File: config.mk
export PLATFORM = sky130hd
export DESIGN_NAME = bmhq_ram
export DESIGN_NICKNAME = d
export VERILOG_FILES = /design/src/bmhq_ram.sv
export SDC_FILE = /design/constraint.sdc
export NUM_CORES = 1
export LEC_CHECK = 0
export ABC_AREA = 0
export BUFFER_PORTS_ARGS = -buffer_cell sky130_fd_sc_hd__buf_2
export CORE_MARGIN = 1
export CORE_UTILIZATION = 49
export CTS_BUF_LIST = sky130_fd_sc_hd__clkbuf_8
export CTS_CLUSTER_DIAMETER = 50
export DETAILED_ROUTE_END_ITERATION = 6
export PLACE_DENSITY = 0.74
export SLEW_MARGIN = 20
export SYNTH_ARGS = -nofsm -noshare
export SYNTH_HDL_FRONTEND = slang
export SYNTH_SLANG_ARGS = --single-unit
File: constraint.sdc
create_clock -name clk -period 2.6 [get_ports clk]
set_clock_uncertainty 0.15 [all_clocks]
set_input_delay 0.26 -clock clk [delete_from_list [all_inputs] [get_ports clk]]
set_output_delay 0.26 -clock clk [all_outputs]
set_load 0.02 [all_outputs]
File: src/bmhq_ram.sv
// Generic simple dual-port RAM with registered read data.
`default_nettype none
module bmhq_ram #(
	parameter int unsigned WIDTH = 8,
	parameter int unsigned DEPTH = 16
) (
	input  logic                     clk,
	input  logic                     we,
	input  logic [$clog2(DEPTH)-1:0] waddr,
	input  logic [WIDTH-1:0]         wdata,
	input  logic [$clog2(DEPTH)-1:0] raddr,
	output logic [WIDTH-1:0]         rdata
);

	logic [WIDTH-1:0] mem [DEPTH];

	always_ff @(posedge clk) begin
		if (we) begin
			mem[waddr] <= wdata;
		end
		rdata <= mem[raddr];
	end

endmodule
`default_nettype wire

## Yosys cells after proc, flatten, opt, wreduce, memory -nomap -nowiden

Memories as Yosys holds them, arrays and structs flattened. A register that Yosys moved wholly into a read port is not among the register bits.
Index checks and enable logic that the tools add are counted.

| word-level totals | value |
|---|---|
| bits in registers | 0 |
| memory bits (writable) | 128 |
| input bits | 18 |
| output and inout bits | 8 |
| word-level logic and storage cells | 3 |
| memories kept | 1 |

| cells by class | value |
|---|---|
| multiplexer cells | 2 |

Memories:

| name | words | width | read ports | clocked after Yosys merged registers in | wr ports | line | text |
|---|---|---|---|---|---|---|---|
| mem | 16 | 8 | 1 | 1 | 1 | 15 | `logic [WIDTH-1:0] mem [DEPTH];` |

Operators by type and width:

| kind | number |
|---|---|
| 2-to-1 mux 1 bit | 2 |

## Longest topological paths before layout

Gate-level depths: netlist of the first run.

| depth | value |
|---|---|
| depth in word-level cells | 2 |
| mapped depth | 5 |
| gate-level depth less buffers | 3 |

## Worst setup path after synthesis of the first run

OpenSTA, ideal clock, no wires.

| timing path | value |
|---|---|
| kind | input -> register |
| start point | input port waddr[2] |
| end point | memory mem[0][0] (enable) |
| setup time | 383 ps |
| arrival | 1370 ps |
| setup slack | 697 ps |
| cell stages on the path | 2 |
| cell sequence | or3b_2 > nor3_1 |

RTL lines:

| what | line | text |
|---|---|---|
| start, declared | 9 | `input logic [$clog2(DEPTH)-1:0] waddr,` |
| end, declared | 15 |  |

Straight into the memory's write port.

==> results of run 1 <==
-- power groups by stage --
stage	Clock (mW)	Sequential (mW)	Combinational, mW
final	1.89	2.46	0.235
after global routing	2.01	2.47	0.253
after CTS	1.92	2.46	0.239
after detailed placement	0	2.51	0.238
after global placement	0	2.51	0.230
after floorplan	0	2.53	0.124
-- sequential cells by signal (all words and copies together), names as in the netlist --
signal  flops
mem       128
rdata       8
-- area by class of cell --
type,count,area (µm²),area share [%]
clock buffers,17,234,3.94
clock inverters,15,206,3.47
multi-input cells,83,1060,17.8
flip-flops and latches,136,4000,67.4
well taps,136,170,2.86
repair buffers,41,270,4.55
-- synthesized netlist by cell type --
| cell type | instances |
|---|---|
| nor2_1 | 13 |
| mux4_2 | 18 |
| or3b_2 | 1 |
| edfxtp_1 | 128 |
| nand3_1 | 1 |
| nand2_1 | 9 |
| nor3_1 | 4 |
| dfxtp_1 | 8 |
| mux4_1 | 14 |
| nand3b_1 | 2 |
| a22oi_1 | 16 |
| nand2b_1 | 2 |
| clkdlybuf4s25_2 | 3 |
| nor2b_1 | 1 |
| buf_2 | 3 |
| buf_6 | 3 |
| and2_1 | 1 |
| and2b_1 | 1 |
| buf_4 | 1 |
-- logic make-up (layout without fill, tap and decap cells) --
logic type	Yosys count	after routing	synth area share, %
compound gates	16	16	2.33
simple gates	35	35	3.18
buf+inv	10	73	1.68
flops	136	136	77.8
mux	32	32	15.0
-- metrics by stage --
stage	utilization, %	instances	hold slack [ns]
6_report	58.1	428	0.0632
5_1_grt	58.1	428	0.0472
4_1_cts	58.1	428	0.0390
3_5_place_dp	53.8	396	0.510
3_3_place_gp	53.8	396	0.487
2_1_floorplan	-	229	0.209
-- worst max-delay path: stages, from the launching register on --
cell and delay, ns:
edfxtp_1 0.35, mux4_1 0.53, a22oi_1 0.28, nand2_1 0.11
-- per-layer routing --
layer / GRT usage [%] / vias to the layer above / wire length [µm]
met3: 5.76 / 11 / 507
li1: - / 1073 / -
met1: 22.9 / 1231 / 3780
met5: 0 / - / 0
met4: 7.96 / 0 / 125
met2: 30.9 / 83 / 4730
-- worst paths after layout --
check                                           from                   end  slack (ns)  depth (start not counted)
worst max register to register   mem[1][0]$_DFFE_PP_      rdata[0]$_DFF_P_        1.07                          3
worst max-delay path             mem[1][0]$_DFFE_PP_      rdata[0]$_DFF_P_        1.07                          3
worst min-delay path                        wdata[1]  mem[12][1]$_DFFE_PP_        0.06                          1
worst min register to register  mem[14][2]$_DFFE_PP_      rdata[2]$_DFF_P_        0.53                          3
==> impl_metrics.tcl, run 1 <==
set metrics [dict create \
    ys_ff_latch 136 \
    final_common_cell "edfxtp_1" \
    clock-root-buffer "clkbuf_8" \
    htree_levels 4 \
    cts_resized 0 \
    insertion_delay_ns 0.43 \
    hold_path.class "in2reg" \
    fin_crit_sh_pct 58.9 \
    drt_wl_total_mm 9.14 \
    core.rowCount 37 \
    fmax_ghz 0.653 \
    finalWeightedCongestion 0.735 \
    syn_avg_cell_area_um2 22.5 \
    fin_crit_ns 1.53 \
    fin_area_um2 5940 \
    arrival_ns 1.69 \
    ir_worst_vdd_v 0.000406 \
    diodes 0 \
    yosysWarnings 0 \
    start_util_pct 50.3 \
    rsz0062_at_grt "no" \
    final-setup-viol-count 0 \
    cp-end-kind "register" \
    die_width_um 104 \
    clockBufferDepth 2 \
    drtAntennaViolNets 0 \
    drc 2 \
    synth_largest_area_cell "edfxtp_1" \
    p_sw_share_pct 20.0 \
    fill_cells 701 \
    syn2layout_area_growth_pct 15.4 \
    layout_common_cells "edfxtp_1 (128), buf_2 (25), mux4_2 (18), clkbuf_8 (17), a22oi_1 (16)" \
    overflow 0 \
    yosys-top-cells-area "edfxtp_1 (75%), mux4_2 (7.9%), mux4_1 (7.1%), dfxtp_1 (3.1%), a22oi_1 (2.3%)" \
    powerDensity_nw_per_um2 772 \
    grt_util_all_layers_pct 18.7 \
    clkTransAtPathRegs_ns 0.07 \
    vias 2398 \
    dieArea_um2 10900 \
    fin_setup_tns_ns 0 \
    p_int_mw 3.67 \
    slew_violations 0 \
    first_pass_iters 6 \
    drt_iter0_drc 196 \
    switchingPower_mw 0.918 \
    cts_hold_buf 0 \
    die_h_um 104 \
    synth_area_um2 5150 \
    power_mw 4.59 \
    drive_above_1_share_pct 30.1 \
    cts-buffers-inserted 17 \
    power.share.clock_pct 41.2 \
    synth_cells 229 \
    grt_antenna_before_repair 0 \
    ys_seq_area_share_pct 77.8 \
    tightest_slew_ns 0.763 \
    grt_max_degree 33 \
    io_pins 26 \
    grt_pass1_wl_mm 14.2 \
    slew_headroom_pct 49.0 \
    clock-sinks 136 \
    yosys.area.top_type_share_pct 74.7 \
    leakage_nw 2.00 \
    cp_max_fo 1 \
    design.final.nets 297 \
    postPlaceCellArea_um2 5500 \
    fin_ws_ns 1.07 \
    seqPwrFrac_pct 53.7 \
    violations "DRC" \
    cp.required_ns 2.76 \
    vias_per_cell 5.60 \
    status "finished, violations left" \
    synth_cell_types 19 \
    wire_per_inst_um 21.3 \
    dp_slack_ns 0.704 \
    cts_tree "yes" \
    cts_setup_buffers 0 \
    cap_violations 0 \
    synth_nets 247 \
    core_area_um2 10200 \
    startpoint_type "register" \
    portBuffers 25 \
    place_hpwl_mm 5.90 \
    path_class "reg2reg" \
    hold_violations 0 \
    first_global_vias 2493 \
    combinationalPowerShare_pct 5.1 \
]
Power figures use the tool's default switching activity.
==> run 2: changes to the inputs <==
Clock period 2.6 ns to 1.5 ns, I/O delays scaled along.
==> run 2 against run 1 <==
Against the previous run: clock power is 44% higher; non-clock buffer count is 25 higher; largest cell class unchanged; critical path type unchanged; the run now ends clean; first-iteration DRC count is 1.0% lower.
==> impl_metrics.tcl, run 2 (synthesized netlist as in run 1, its figures left out) <==
set metrics [dict create \
    switchingPower_mw 1.63 \
    die_h_um 104 \
    cap_violations 0 \
    cts-buffers-inserted 17 \
    final-setup-viol-count 0 \
    drtAntennaViolNets 0 \
    fin_crit_ns 1.48 \
    insertion_delay_ns 0.43 \
    clockBufferDepth 2 \
    p_int_mw 5.83 \
    ir_worst_vdd_v 0.000525 \
    largest-register "mem" \
    seqPwrFrac_pct 57.3 \
    clock-root-buffer "clkbuf_8" \
    diodes 0 \
    design.final.nets 322 \
    fin_setup_tns_ns 0 \
    layout_common_cells "edfxtp_1 (128), buf_4 (31), buf_2 (25), clkbuf_8 (19), mux4_2 (18)" \
    first_pass_iters 4 \
    top_regs "mem (128), rdata (8)" \
    clkTransAtPathRegs_ns 0.07 \
    crit_path_start "mem[5][3]$_DFFE_PP_" \
    drt_iter0_drc 194 \
    reg2reg_slack_ns 0.02 \
    cp.required_ns 1.67 \
    arrival_ns 1.65 \
    overflow 0 \
    tightest_slew_ns 0.858 \
    combinationalPowerShare_pct 6.2 \
    fill_cells 708 \
    io_pins 26 \
    rr_startpoint "mem[5][3]$_DFFE_PP_" \
    grt_max_degree 24 \
    power.share.clock_pct 36.5 \
    core_area_um2 10200 \
    worst_hold_slack_ns 0.123 \
    vias_per_cell 5.63 \
    p_sw_share_pct 21.8 \
    hold_path.class "in2reg" \
    place_hpwl_mm 6.18 \
    startpoint_type "register" \
    cp_max_fo 1 \
    dieArea_um2 10900 \
    reg2reg_depth 3 \
    vias 2550 \
    endpoint "rdata[3]$_DFF_P_" \
    multiInputGateArea_um2 1100 \
    status "finished clean" \
    drt_wl_total_mm 9.28 \
    regArea_um2 4000 \
    leakage_nw 2.10 \
    grt_antenna_before_repair 0 \
    path_class "reg2reg" \
    clock-sinks 136 \
    syn2layout_area_growth_pct 18.8 \
    slew_headroom_pct 42.7 \
    cp-end-kind "register" \
    finalWeightedCongestion 0.765 \
    htree_levels 4 \
    drive_above_1_share_pct 36.6 \
    core.rowCount 37 \
    r2r-end "rdata[3]$_DFF_P_" \
    grt_pass1_wl_mm 14.7 \
    largest_reg_flops 128 \
    powerDensity_nw_per_um2 1220 \
    portBuffers 25 \
    fin_crit_sh_pct 98.4 \
    cts_tree "yes" \
    fmax_ghz 0.678 \
    die_width_um 104 \
    first_global_vias 2585 \
    slew_violations 0 \
    final_common_cell "edfxtp_1" \
    grt_util_all_layers_pct 19.2 \
    hold_violations 0 \
    rsz0062_at_grt "yes" \
    drc 0 \
    wire_per_inst_um 20.5 \
    start_util_pct 50.3 \
]
-- run 2: cell types whose count changed in the layout (fill, tap and decap cells not counted), sizes merged --
cell,previous run,this run
buf,41,58
bufinv,5,1
clkbuf,17,19
clkinv,5,8
clkinvlp,3,2
dlygate4sd3,0,8
-- run 2: how the worst min path moves through the flow --
stage	from	endpoint	slack, ns	cells after the start
detailed placement	wdata[4]	mem[7][4]$_DFFE_PP_	0.40	1
CTS	waddr[0]	mem[0][2]$_DFFE_PP_	0.09	3
finish	waddr[0]	mem[0][7]$_DFFE_PP_	0.12	3
floorplan	wdata[0]	mem[0][0]$_DFFE_PP_	0.1	0
global placement	wdata[5]	mem[6][5]$_DFFE_PP_	0.39	1
global route	waddr[0]	mem[0][2]$_DFFE_PP_	0.11	3
-- run 2: what timing repair did --
item / 4_1_cts / 5_1_grt
hold buffers: 8 / 0
endpoints found under the hold margin: 128 / 0
resized for setup: 2 / 5
pin swaps: 0 / 2
endpoints found under the setup margin: 2 / 7
setup buffers: 0 / 0
-- run 2: cell type report --
| cell class | count | share of cell area (%) |
|---|---|---|
| flip-flops and latches | 136 | 65.5 |
| multi-input cells | 83 | 17.9 |
| repair buffers | 66 | 7.82 |
| clock buffers | 19 | 4.28 |
| well taps | 136 | 2.78 |
| clock inverters | 13 | 1.72 |
-- run 2: through the flow --
stage | cell area [µm²] | utilization, % | instances | worst slack, ns | total power [mW]
floorplan | 5150 | - | 229 | -0.0661 | 4.59
global placement | 5630 | 55.1 | 413 | -0.274 | 4.78
detailed placement | 5630 | 55.1 | 413 | -0.283 | 4.80
CTS | 6090 | 59.5 | 453 | 0.000652 | 7.49
global route | 6120 | 59.8 | 453 | -0.0286 | 7.69
finish | 6120 | 59.8 | 453 | 0.0245 | 7.46
-- run 2: critical path, cell delays in order (launching register included) --
cell      delay (ns)
edfxtp_1        0.38
mux4_1          0.57
a22oi_2         0.18
nand2_1         0.09
-- run 2: routing by layer --
layer  GRT usage [%]  up-vias  share of wire [%]
met5               0        -                  0
met4            8.57        0                1.6
met3            5.39       13                7.8
met2            28.7      111                 49
met1            26.4     1304                 41
li1                -     1122                  -
-- run 2: power groups by stage --
stage / registers, mW / logic [mW] / clock network (mW)
2_1_floorplan: 4.38 / 0.216 / 0
3_3_place_gp: 4.35 / 0.430 / 0
3_5_place_dp: 4.35 / 0.440 / 0
4_1_cts: 4.27 / 0.460 / 2.76
5_1_grt: 4.28 / 0.502 / 2.91
6_report: 4.27 / 0.465 / 2.72
