--- src/bmhq_pkg.sv ---
// Shared types, sizes and codes of the binary min-heap queue.
`default_nettype none
package bmhq_pkg;

	localparam int unsigned DEPTH   = 256;
	localparam int unsigned KEY_W   = 32;
	localparam int unsigned ADDR_W  = $clog2(DEPTH);
	localparam int unsigned CNT_W   = ADDR_W + 1;
	localparam int unsigned FKEY_W  = 32;
	localparam int unsigned ID_W    = 9;
	localparam int unsigned COUNT_W = 9;

	typedef logic [KEY_W-1:0]   key_t;
	typedef logic [FKEY_W-1:0]  fkey_t;
	typedef logic [ID_W-1:0]    id_t;
	typedef logic [ADDR_W-1:0]  addr_t;
	typedef logic [CNT_W-1:0]   cnt_t;
	typedef logic [COUNT_W-1:0] count_t;

	typedef struct packed {
		key_t key;
		id_t  id;
	} entry_t;

	localparam int unsigned ENTRY_W = $bits(entry_t);

	typedef enum logic [1:0] {
		STAT_OK       = 2'd0,
		STAT_OVERFLOW = 2'd1,
		STAT_EMPTY    = 2'd2
	} status_t;

	localparam logic FUNC_INSERT  = 1'b0;
	localparam logic FUNC_EXTRACT = 1'b1;

	typedef struct packed {
		logic   we;
		addr_t  waddr;
		entry_t wdata;
		addr_t  raddr;
	} mem_req_t;

endpackage
`default_nettype wire

--- src/bmhq_if.sv ---
// Request and response channel interfaces of the binary min-heap queue.
`default_nettype none
interface bmhq_req_if;
	logic            valid;
	logic            ready;
	logic            func;
	bmhq_pkg::fkey_t entry_key;
	bmhq_pkg::id_t   entry_id;

	modport source (output valid, output func, output entry_key, output entry_id, input ready);
	modport sink   (input valid, input func, input entry_key, input entry_id, output ready);
endinterface

interface bmhq_rsp_if;
	logic              valid;
	logic              ready;
	bmhq_pkg::status_t status;
	bmhq_pkg::fkey_t   min_key;
	bmhq_pkg::id_t     min_id;
	bmhq_pkg::count_t  count;

	modport source (output valid, output status, output min_key, output min_id, output count,
		input ready);
	modport sink   (input valid, input status, input min_key, input min_id, input count,
		output ready);
endinterface
`default_nettype wire

--- src/bmhq_seq.sv ---
// Heap sequencer: insert sift-up and extract sift-down over the entry RAM.
`default_nettype none
module bmhq_seq (
	input  logic               clk,
	input  logic               arst_n,
	bmhq_req_if.sink           req,
	bmhq_rsp_if.source         rsp,
	output bmhq_pkg::mem_req_t mem,
	input  bmhq_pkg::entry_t   rd_data
);

	typedef enum logic [8:0] {
		S_IDLE = 9'b000000001,
		S_UP   = 9'b000000010,
		S_UPC  = 9'b000000100,
		S_EX1  = 9'b000001000,
		S_EX2  = 9'b000010000,
		S_DL   = 9'b000100000,
		S_DR   = 9'b001000000,
		S_DC   = 9'b010000000,
		S_FIN  = 9'b100000000
	} state_t;

	state_t             state_q, state_d;
	bmhq_pkg::cnt_t     cnt_q;
	bmhq_pkg::addr_t    pos_q;
	bmhq_pkg::entry_t   x_q;
	bmhq_pkg::entry_t   lft_q;
	bmhq_pkg::entry_t   min_q;
	bmhq_pkg::status_t  st_q;
	logic               ovalid_q;
	bmhq_pkg::status_t  ost_q;
	bmhq_pkg::fkey_t    okey_q;
	bmhq_pkg::id_t      oid_q;
	bmhq_pkg::count_t   ocnt_q;

	logic               accept;
	logic               out_free;
	logic               is_full;
	logic               is_empty;
	bmhq_pkg::cnt_t     lc;
	bmhq_pkg::cnt_t     rc;
	bmhq_pkg::addr_t    parent;
	logic               up_lt;
	logic               left_lt;
	logic               right_lt;
	bmhq_pkg::key_t     cur_key;

	assign req.ready = (state_q == S_IDLE);
	assign accept    = req.valid && req.ready;
	assign out_free  = !ovalid_q || rsp.ready;
	assign is_full   = (cnt_q == bmhq_pkg::cnt_t'(bmhq_pkg::DEPTH));
	assign is_empty  = (cnt_q == '0);

	assign lc       = {pos_q, 1'b1};
	assign rc       = bmhq_pkg::cnt_t'({pos_q, 1'b0}) + bmhq_pkg::cnt_t'(2);
	assign parent   = bmhq_pkg::addr_t'((pos_q - bmhq_pkg::addr_t'(1)) >> 1);
	assign up_lt    = x_q.key < rd_data.key;
	assign left_lt  = lft_q.key < x_q.key;
	assign cur_key  = left_lt ? lft_q.key : x_q.key;
	assign right_lt = (rc < cnt_q) && (rd_data.key < cur_key);

	assign rsp.valid   = ovalid_q;
	assign rsp.status  = ost_q;
	assign rsp.min_key = okey_q;
	assign rsp.min_id  = oid_q;
	assign rsp.count   = ocnt_q;

	always_comb begin
		state_d   = state_q;
		mem.we    = 1'b0;
		mem.waddr = pos_q;
		mem.wdata = x_q;
		mem.raddr = '0;
		unique case (state_q)
			S_IDLE: begin
				if (accept) begin
					if (req.func == bmhq_pkg::FUNC_EXTRACT) begin
						state_d = is_empty ? S_FIN : S_EX1;
					end else begin
						state_d = is_full ? S_FIN : S_UP;
					end
				end
			end
			S_UP: begin
				if (pos_q == '0) begin
					mem.we  = 1'b1;
					state_d = S_FIN;
				end else begin
					mem.raddr = parent;
					state_d   = S_UPC;
				end
			end
			S_UPC: begin
				mem.we = 1'b1;
				if (up_lt) begin
					mem.wdata = rd_data;
					state_d   = S_UP;
				end else begin
					state_d = S_FIN;
				end
			end
			S_EX1: begin
				mem.raddr = cnt_q[bmhq_pkg::ADDR_W-1:0];
				state_d   = S_EX2;
			end
			S_EX2: begin
				state_d = S_DL;
			end
			S_DL: begin
				if (lc >= cnt_q) begin
					mem.we  = 1'b1;
					state_d = S_FIN;
				end else begin
					mem.raddr = lc[bmhq_pkg::ADDR_W-1:0];
					state_d   = S_DR;
				end
			end
			S_DR: begin
				mem.raddr = rc[bmhq_pkg::ADDR_W-1:0];
				state_d   = S_DC;
			end
			S_DC: begin
				mem.we = 1'b1;
				if (right_lt) begin
					mem.wdata = rd_data;
					state_d   = S_DL;
				end else if (left_lt) begin
					mem.wdata = lft_q;
					state_d   = S_DL;
				end else begin
					state_d = S_FIN;
				end
			end
			S_FIN: begin
				if (out_free) begin
					state_d = S_IDLE;
				end
			end
			default: begin
				state_d = S_IDLE;
			end
		endcase
	end

	always_ff @(posedge clk or negedge arst_n) begin
		if (!arst_n) begin
			state_q  <= S_IDLE;
			cnt_q    <= '0;
			ovalid_q <= 1'b0;
		end else begin
			state_q <= state_d;
			if (accept) begin
				if (req.func == bmhq_pkg::FUNC_INSERT && !is_full) begin
					cnt_q <= cnt_q + bmhq_pkg::cnt_t'(1);
				end else if (req.func == bmhq_pkg::FUNC_EXTRACT && !is_empty) begin
					cnt_q <= cnt_q - bmhq_pkg::cnt_t'(1);
				end
			end
			if (state_q == S_FIN && out_free) begin
				ovalid_q <= 1'b1;
			end else if (rsp.ready) begin
				ovalid_q <= 1'b0;
			end
		end
	end

	always_ff @(posedge clk) begin
		unique case (state_q)
			S_IDLE: begin
				if (accept) begin
					x_q.key <= bmhq_pkg::key_t'(req.entry_key);
					x_q.id  <= req.entry_id;
					pos_q   <= cnt_q[bmhq_pkg::ADDR_W-1:0];
					min_q   <= '0;
					if (req.func == bmhq_pkg::FUNC_EXTRACT) begin
						st_q <= is_empty ? bmhq_pkg::STAT_EMPTY : bmhq_pkg::STAT_OK;
					end else begin
						st_q <= is_full ? bmhq_pkg::STAT_OVERFLOW : bmhq_pkg::STAT_OK;
					end
				end
			end
			S_UPC: begin
				if (up_lt) begin
					pos_q <= parent;
				end
			end
			S_EX1: begin
				min_q <= rd_data;
			end
			S_EX2: begin
				x_q   <= rd_data;
				pos_q <= '0;
			end
			S_DR: begin
				lft_q <= rd_data;
			end
			S_DC: begin
				if (right_lt) begin
					pos_q <= rc[bmhq_pkg::ADDR_W-1:0];
				end else if (left_lt) begin
					pos_q <= lc[bmhq_pkg::ADDR_W-1:0];
				end
			end
			S_FIN: begin
				if (out_free) begin
					ost_q  <= st_q;
					okey_q <= bmhq_pkg::fkey_t'(min_q.key);
					oid_q  <= min_q.id;
					ocnt_q <= bmhq_pkg::count_t'(cnt_q);
				end
			end
			default: begin
			end
		endcase
	end

endmodule
`default_nettype wire

--- src/flat_wrapper.sv ---
// flat-port wrapper written by rule: the top's interface ports become plain ports
module bmhq_seq_flat 
  (clk, arst_n, mem, rd_data, req_valid, req_func, req_entry_key, req_entry_id, req_ready, rsp_valid, rsp_status, rsp_min_key, rsp_min_id, rsp_count, rsp_ready);
  bmhq_req_if req_i ();
  bmhq_rsp_if rsp_i ();
  input  logic clk;
  input  logic arst_n;
  output bmhq_pkg::mem_req_t mem;
  input  bmhq_pkg::entry_t rd_data;
  input wire logic [$bits(req_i.valid)-1:0] req_valid;
  input wire logic [$bits(req_i.func)-1:0] req_func;
  input wire logic [$bits(req_i.entry_key)-1:0] req_entry_key;
  input wire logic [$bits(req_i.entry_id)-1:0] req_entry_id;
  output wire logic [$bits(req_i.ready)-1:0] req_ready;
  output wire logic [$bits(rsp_i.valid)-1:0] rsp_valid;
  output wire logic [$bits(rsp_i.status)-1:0] rsp_status;
  output wire logic [$bits(rsp_i.min_key)-1:0] rsp_min_key;
  output wire logic [$bits(rsp_i.min_id)-1:0] rsp_min_id;
  output wire logic [$bits(rsp_i.count)-1:0] rsp_count;
  input wire logic [$bits(rsp_i.ready)-1:0] rsp_ready;
  assign req_i.valid = req_valid;
  assign req_i.func = req_func;
  assign req_i.entry_key = req_entry_key;
  assign req_i.entry_id = req_entry_id;
  assign req_ready = req_i.ready;
  assign rsp_valid = rsp_i.valid;
  assign rsp_status = rsp_i.status;
  assign rsp_min_key = rsp_i.min_key;
  assign rsp_min_id = rsp_i.min_id;
  assign rsp_count = rsp_i.count;
  assign rsp_i.ready = rsp_ready;
  bmhq_seq u_core (.clk(clk), .arst_n(arst_n), .req(req_i), .rsp(rsp_i), .mem(mem), .rd_data(rd_data));
endmodule
--- config.mk ---
export PLATFORM = sky130hd
export DESIGN_NAME = bmhq_seq_flat
export DESIGN_NICKNAME = d
export VERILOG_FILES = /design/src/bmhq_pkg.sv /design/src/bmhq_if.sv /design/src/bmhq_seq.sv /design/src/flat_wrapper.sv
export SDC_FILE = /design/constraint.sdc
export NUM_CORES = 1
export LEC_CHECK = 0
export BUFFER_PORTS_ARGS = -buffer_cell sky130_fd_sc_hd__buf_2
export CORE_ASPECT_RATIO = 0.75
export CORE_MARGIN = 3
export CORE_UTILIZATION = 45
export DETAILED_ROUTE_END_ITERATION = 10
export GPL_ROUTABILITY_DRIVEN = 0
export HOLD_SLACK_MARGIN = 0.15
export PLACE_DENSITY = 0.69
export SLEW_MARGIN = 20
export SYNTH_ARGS = -nofsm -noshare
export SYNTH_HDL_FRONTEND = slang
export SYNTH_SLANG_ARGS = --single-unit
--- constraint.sdc ---
create_clock -name clk -period 5.4 [get_ports clk]
set_input_delay 1.08 -clock clk [delete_from_list [all_inputs] [get_ports clk]]
set_output_delay 1.08 -clock clk [all_outputs]
set_load 0.005 [all_outputs]
# Word level (Yosys, flattened, before mapping)
# Index checks and enable logic that the tools add are counted.
# Widths: inputs -> output; s select.
# word_totals
regBits	204
latchBits	0
mem_bits_rw	0
romBits	0
input_bits	87
out_inout_bits	112
elab_cells	101
memories	0
# op_classes
addsub	4
mul	0
n_div	0
n_lt_le_gt_ge	5
eq_ne	14
n_shift	0
muxes	38
bitwise_logic	1
reduce_logical	24
# ops
op	n
$pmux 41 s2	3
$mux 41	5
$mux 9	12
$lt 32x32->1	3
$pmux 9 s9	1
$pmux 8 s4	2
$mux 8	5
$mux 32	1
$eq 9x9->1 const B	2
$reduce_and 2->1	6
$add 9x1->9 const B	1
$add 9x2->9 const B	1
$eq 9x1->1 const B	1
$eq 9x2->1 const B	1
$eq 9x3->1 const B	1
$eq 9x4->1 const B	1
$eq 9x5->1 const B	1
$eq 9x6->1 const B	1
$eq 9x7->1 const B	1
$eq 9x8->1 const B	1
$ge 9x9->1	1
$logic_not 9->1	1
$lt 9x9->1	1
$sub 9x1->9 const B	1
17 further kinds	32

# Depth between registers and ports, before layout
# depth
word_depth	6
mapped_depth	22
ltp_nobuf	19

# Worst setup path before layout
# Ideal clock, no wire load.
# synth_path
path_type	reg2reg
startpoint	register u_core.state_q[8]
endpoint	register u_core.lft_q[0] (netlist name), enable pin
setup_time_ns	0.556
t_arrival_ns	5.370
required_time_ns	4.844
slack_ns	-0.526
stages_incl_launch_ff	6
n_path_buf	1
synth_period_minus_slack_ns	5.926
path_cell_list	dfrtp_1 > nor2_1 > nand2_1 > or3_1 > clkbuf_1 > nor4b_1
# synth_via
elab_chain_cells	1
# synth_lines
element	line_no	text
start, declared	bmhq_seq.sv:24	state_t state_q, state_d;
start signal, assigned	bmhq_seq.sv:152	state_q <= state_d;
$eq 9x7->1	bmhq_seq.sv:169	unique case (state_q)
end signal, assigned	bmhq_seq.sv:196	lft_q <= rd_data;
end, declared	bmhq_seq.sv:28	bmhq_pkg::entry_t lft_q;
# No other way between the ends.
# A chain may end at the register's enable or synchronous reset.

==> qor.yml <==
finish:
  area_growth_pct: 34.58
  most-common-layout-cells: "buf_2 (197), edfxtp_1 (185), buf_4 (160)"
  nFillCells: 2062
  final_util_pct: 61.82
  nets: 1655
  final_common_cell: "buf_2"
  diodes: 0
  drive_gt1_share_pct: 35.86
clocking:
  clk-insertion-delay-late_ns: 0.52
  cts_root_buf: "clkbuf_16"
  cts.sinks: 204
  cts_tree: "done"
  clk_path_buf_depth: 3
  clkTransAtPathRegs_ns: 0.07
  cts_buffers: 23
  h-tree-depth: 1
  cts_hold_buf: 0
floorplan:
  start_util_pct: 45.93
  core_region_area_sq_um: 26040
  die_h_microns: 147.2
  dieArea_sq_um: 28590
  fp.dieW_microns: 194.2
  rows: 51
  io_pins: 199
synth:
  yosysWarningCount: 0
  synth-simple-area-share_pct: 13.17
  synthAdderAreaFrac_pct: 12.62
  synth_top_family_by_area: "compound AO/OA/AOI/OAI gates"
  synth_area_leader_cell: "edfxtp_1"
  ys_ff_latch: 204
  muxShareOfSynthArea_pct: 1.119
  synth_compound_area_share_pct: 15.92
  synth_xor_area_share_pct: 1.758
  synth_cell_types: 76
  synth_ff_type: "edfxtp_1"
  synth_top_cells_by_area: "edfxtp_1 (46%), ha_1 (12%), dfrtp_1 (3.8%)"
  syn_area_sq_um: 11960
  ys_async_sr_fraction_pct: 9.314
  synth.top_cell.area_share_pct: 46.45
  synth-seq-area-share_pct: 50.44
  synthCells: 1078
  synth_edf_count: 185
  syn_avg_cell_area_sq_um: 11.09
  syn-num-nets: 1285
drt:
  wirelength_mm: 36.49
  drt-vias-per-instance: 5.617
  first_pass_iters: 5
  drt-wirelength-per-cell_microns: 20.18
  ant_nets: 0
  first_iter_violations: 755
  vias: 10160
  drc_errors: 0
global_routing:
  grt_pass1_vias: 10140
  grt.overflow.total: 0
  grt_pass1_wl_mm: 56.03
  grt_max_degree: 54
  antenna_found_initial: 1
  grt.total_usage_pct: 24.50
outcome:
  violations: "setup timing"
  status: "finished, violations left"
power_and_ir_drop:
  switching_power_mw: 2.812
  combinationalPowerShare_pct: 46.5
  p_sw_share_pct: 36.96
  p_clk_share_pct: 20.9
  power.leakage_nw: 7.043
  peakVddDrop_v: 0.0002969
  p_int_mw: 4.795
  cellPowerDensity_nw_per_um2: 472.7
  seqPwrFrac_pct: 32.6
timing:
  finClkSkew_ns: 0.01995
  setup_viol: 41
  finalCriticalPeriod_ns: 6.444
  relSlewSlack_pct: 33.00
  fmax_mhz: 155.2
  rsz0062_at_grt: "true"
  hold_viol: 0
  tightestPinTransition_ns: 1.002
  whs_ns: 0.4178
  setup_slack_ns: -1.044
  drv_slew: 0
  period_share_pct: 119.3
job:
  max_cap_viol_count: 0
setup_path:
  cp.required_ns: 4.32
  cp_max_fo: 5
  critPathCaptureType: "output pin"
  arrival_ns: 5.36
  crit_type: "flop to output pin"
  critPathLaunchType: "flop"
hold_path:
  worstHoldPathType: "flop to flop"
placement:
  io_buffers: 198
  dp_hpwl_mm: 25.48
-- state kept, by name (all words and copies together) (netlist names) --
register	cells
u_core.rsp.min_id	9
u_core.state_q	9
u_core.pos_q	8
u_core.min_q	41
u_core.rsp.valid	1
u_core.rsp.count	9
u_core.st_q	2
u_core.rsp.status	2
u_core.lft_q	41
u_core.rsp.min_key	32
u_core.cnt_q	9
u_core.x_q	41
-- metrics by stage --
stage          total power [mW]  setup TNS [ns]  std cells  cell area [sq um]  setup WS (ns)
6_report                  7.607          -40.16       1808              16090         -1.044
5_1_grt                   8.094          -48.02       1808              16090         -1.223
3_3_place_gp              5.457          -13.11       1709              14260        -0.3926
2_1_floorplan             4.248               0       1078              12020       0.007976
4_1_cts                   7.452          -31.17       1798              15720        -0.8050
3_5_place_dp              5.553          -18.02       1709              14260        -0.4989
-- power by group through the flow --
stage          logic, mW  registers, mW  clock network [mW]
2_1_floorplan       1.82           2.43                   0
3_3_place_gp        2.97           2.48                   0
3_5_place_dp        3.05           2.50                   0
4_1_cts             3.36           2.47                1.62
5_1_grt             3.89           2.51                1.69
6_report            3.54           2.48                1.59
-- critical path, stage by stage, from the launching register on --
cell	delay [ns]
edfxtp_1	0.35
inv_1	0.08
ha_1	0.32
nand4_1	0.25
buf_4	0.22
buf_4	0.12
o211ai_1	0.34
a31oi_4	0.08
buf_6	0.16
buf_6	0.11
buf_6	0.11
a21oi_4	0.19
ha_4	0.23
a211o_1	0.32
a2111oi_4	0.35
nand2_1	0.11
a311oi_2	0.23
buf_4	0.18
a2111oi_4	0.07
o21ai_4	0.21
buf_6	0.14
nor2_4	0.05
buf_12	0.14
a221o_1	0.34
buf_2	0.14
-- synth_stat cells, drive strengths merged (2+ instances only) --
cell type	count
or2	3
nor2b	15
a21oi	75
nand2	80
nor4	2
inv	88
nand4	14
xor2	5
a31o	2
a211oi	7
and2	44
a211o	4
o22ai	2
and3	5
nor2	90
o211ai	16
dfrtp	18
nand2b	8
o21bai	4
a2111oi	3
o31ai	3
or4	3
a31oi	6
xnor2	19
mux2	11
or3	3
o21a	10
clkbuf	30
edfxtp	185
o21ai	66
a21o	15
nand3	14
and4	3
a22oi	7
buf	13
nor4b	6
nand4b	5
ha	119
a221o	44
nor3	13
-- layer usage --
layer,GRT usage [%],routed length (microns),vias up
li1,-,-,4759
met1,36.05,16770,4908
met2,37.81,15900,428
met3,4.493,2972,58
met4,5.992,835,2
met5,0,13,-
-- kinds of logic (layout without fill, tap and decap cells) --
group                    Yosys count  count (layout)
AO/OA/AOI/OAI                    274             274
AND/OR/NAND/NOR                  312             312
flip-flops                       204             204
buffers and inverters            132             518
XOR/XNOR                          24              24
multiplexers                      12              12
adder cells (fa/ha/maj)          120             120
-- final timing paths --
kind,start,depth (start not counted),slack (ns),endpoint
worst max register to register,u_core.lft_q[36],23,0.40,u_core.pos_q[5]
worst max-delay path,u_core.x_q[40],24,-1.04,mem[17]
min in group asynchronous,arst_n,1,0.51,u_core.state_q[6]
worst min-delay path,u_core.min_q[25],0,0.42,u_core.rsp.min_key[16]
max in group asynchronous,arst_n,1,4.54,u_core.state_q[0]
worst min register to register,u_core.min_q[25],0,0.42,u_core.rsp.min_key[16]
-- cell type report --
cell class | count | area, sq um | area share (%)
clock inverter | 16 | 168.9 | 1.050
multi-input combinational | 742 | 5826 | 36.20
tap | 344 | 430.4 | 2.674
clock buffer | 25 | 583.1 | 3.623
timing repair buffer | 389 | 2724 | 16.92
inverter | 88 | 330.3 | 2.052
sequential | 204 | 6032 | 37.48
-- repair_timing --
action,4_1_cts,5_1_grt
setup endpoints to repair,41,42
cloned,6,3
buffers inserted,42,9
pin swaps,25,31
gates resized for setup,51,50
endpoints found under the hold margin,0,0
(Power assumes the default switching activity.)
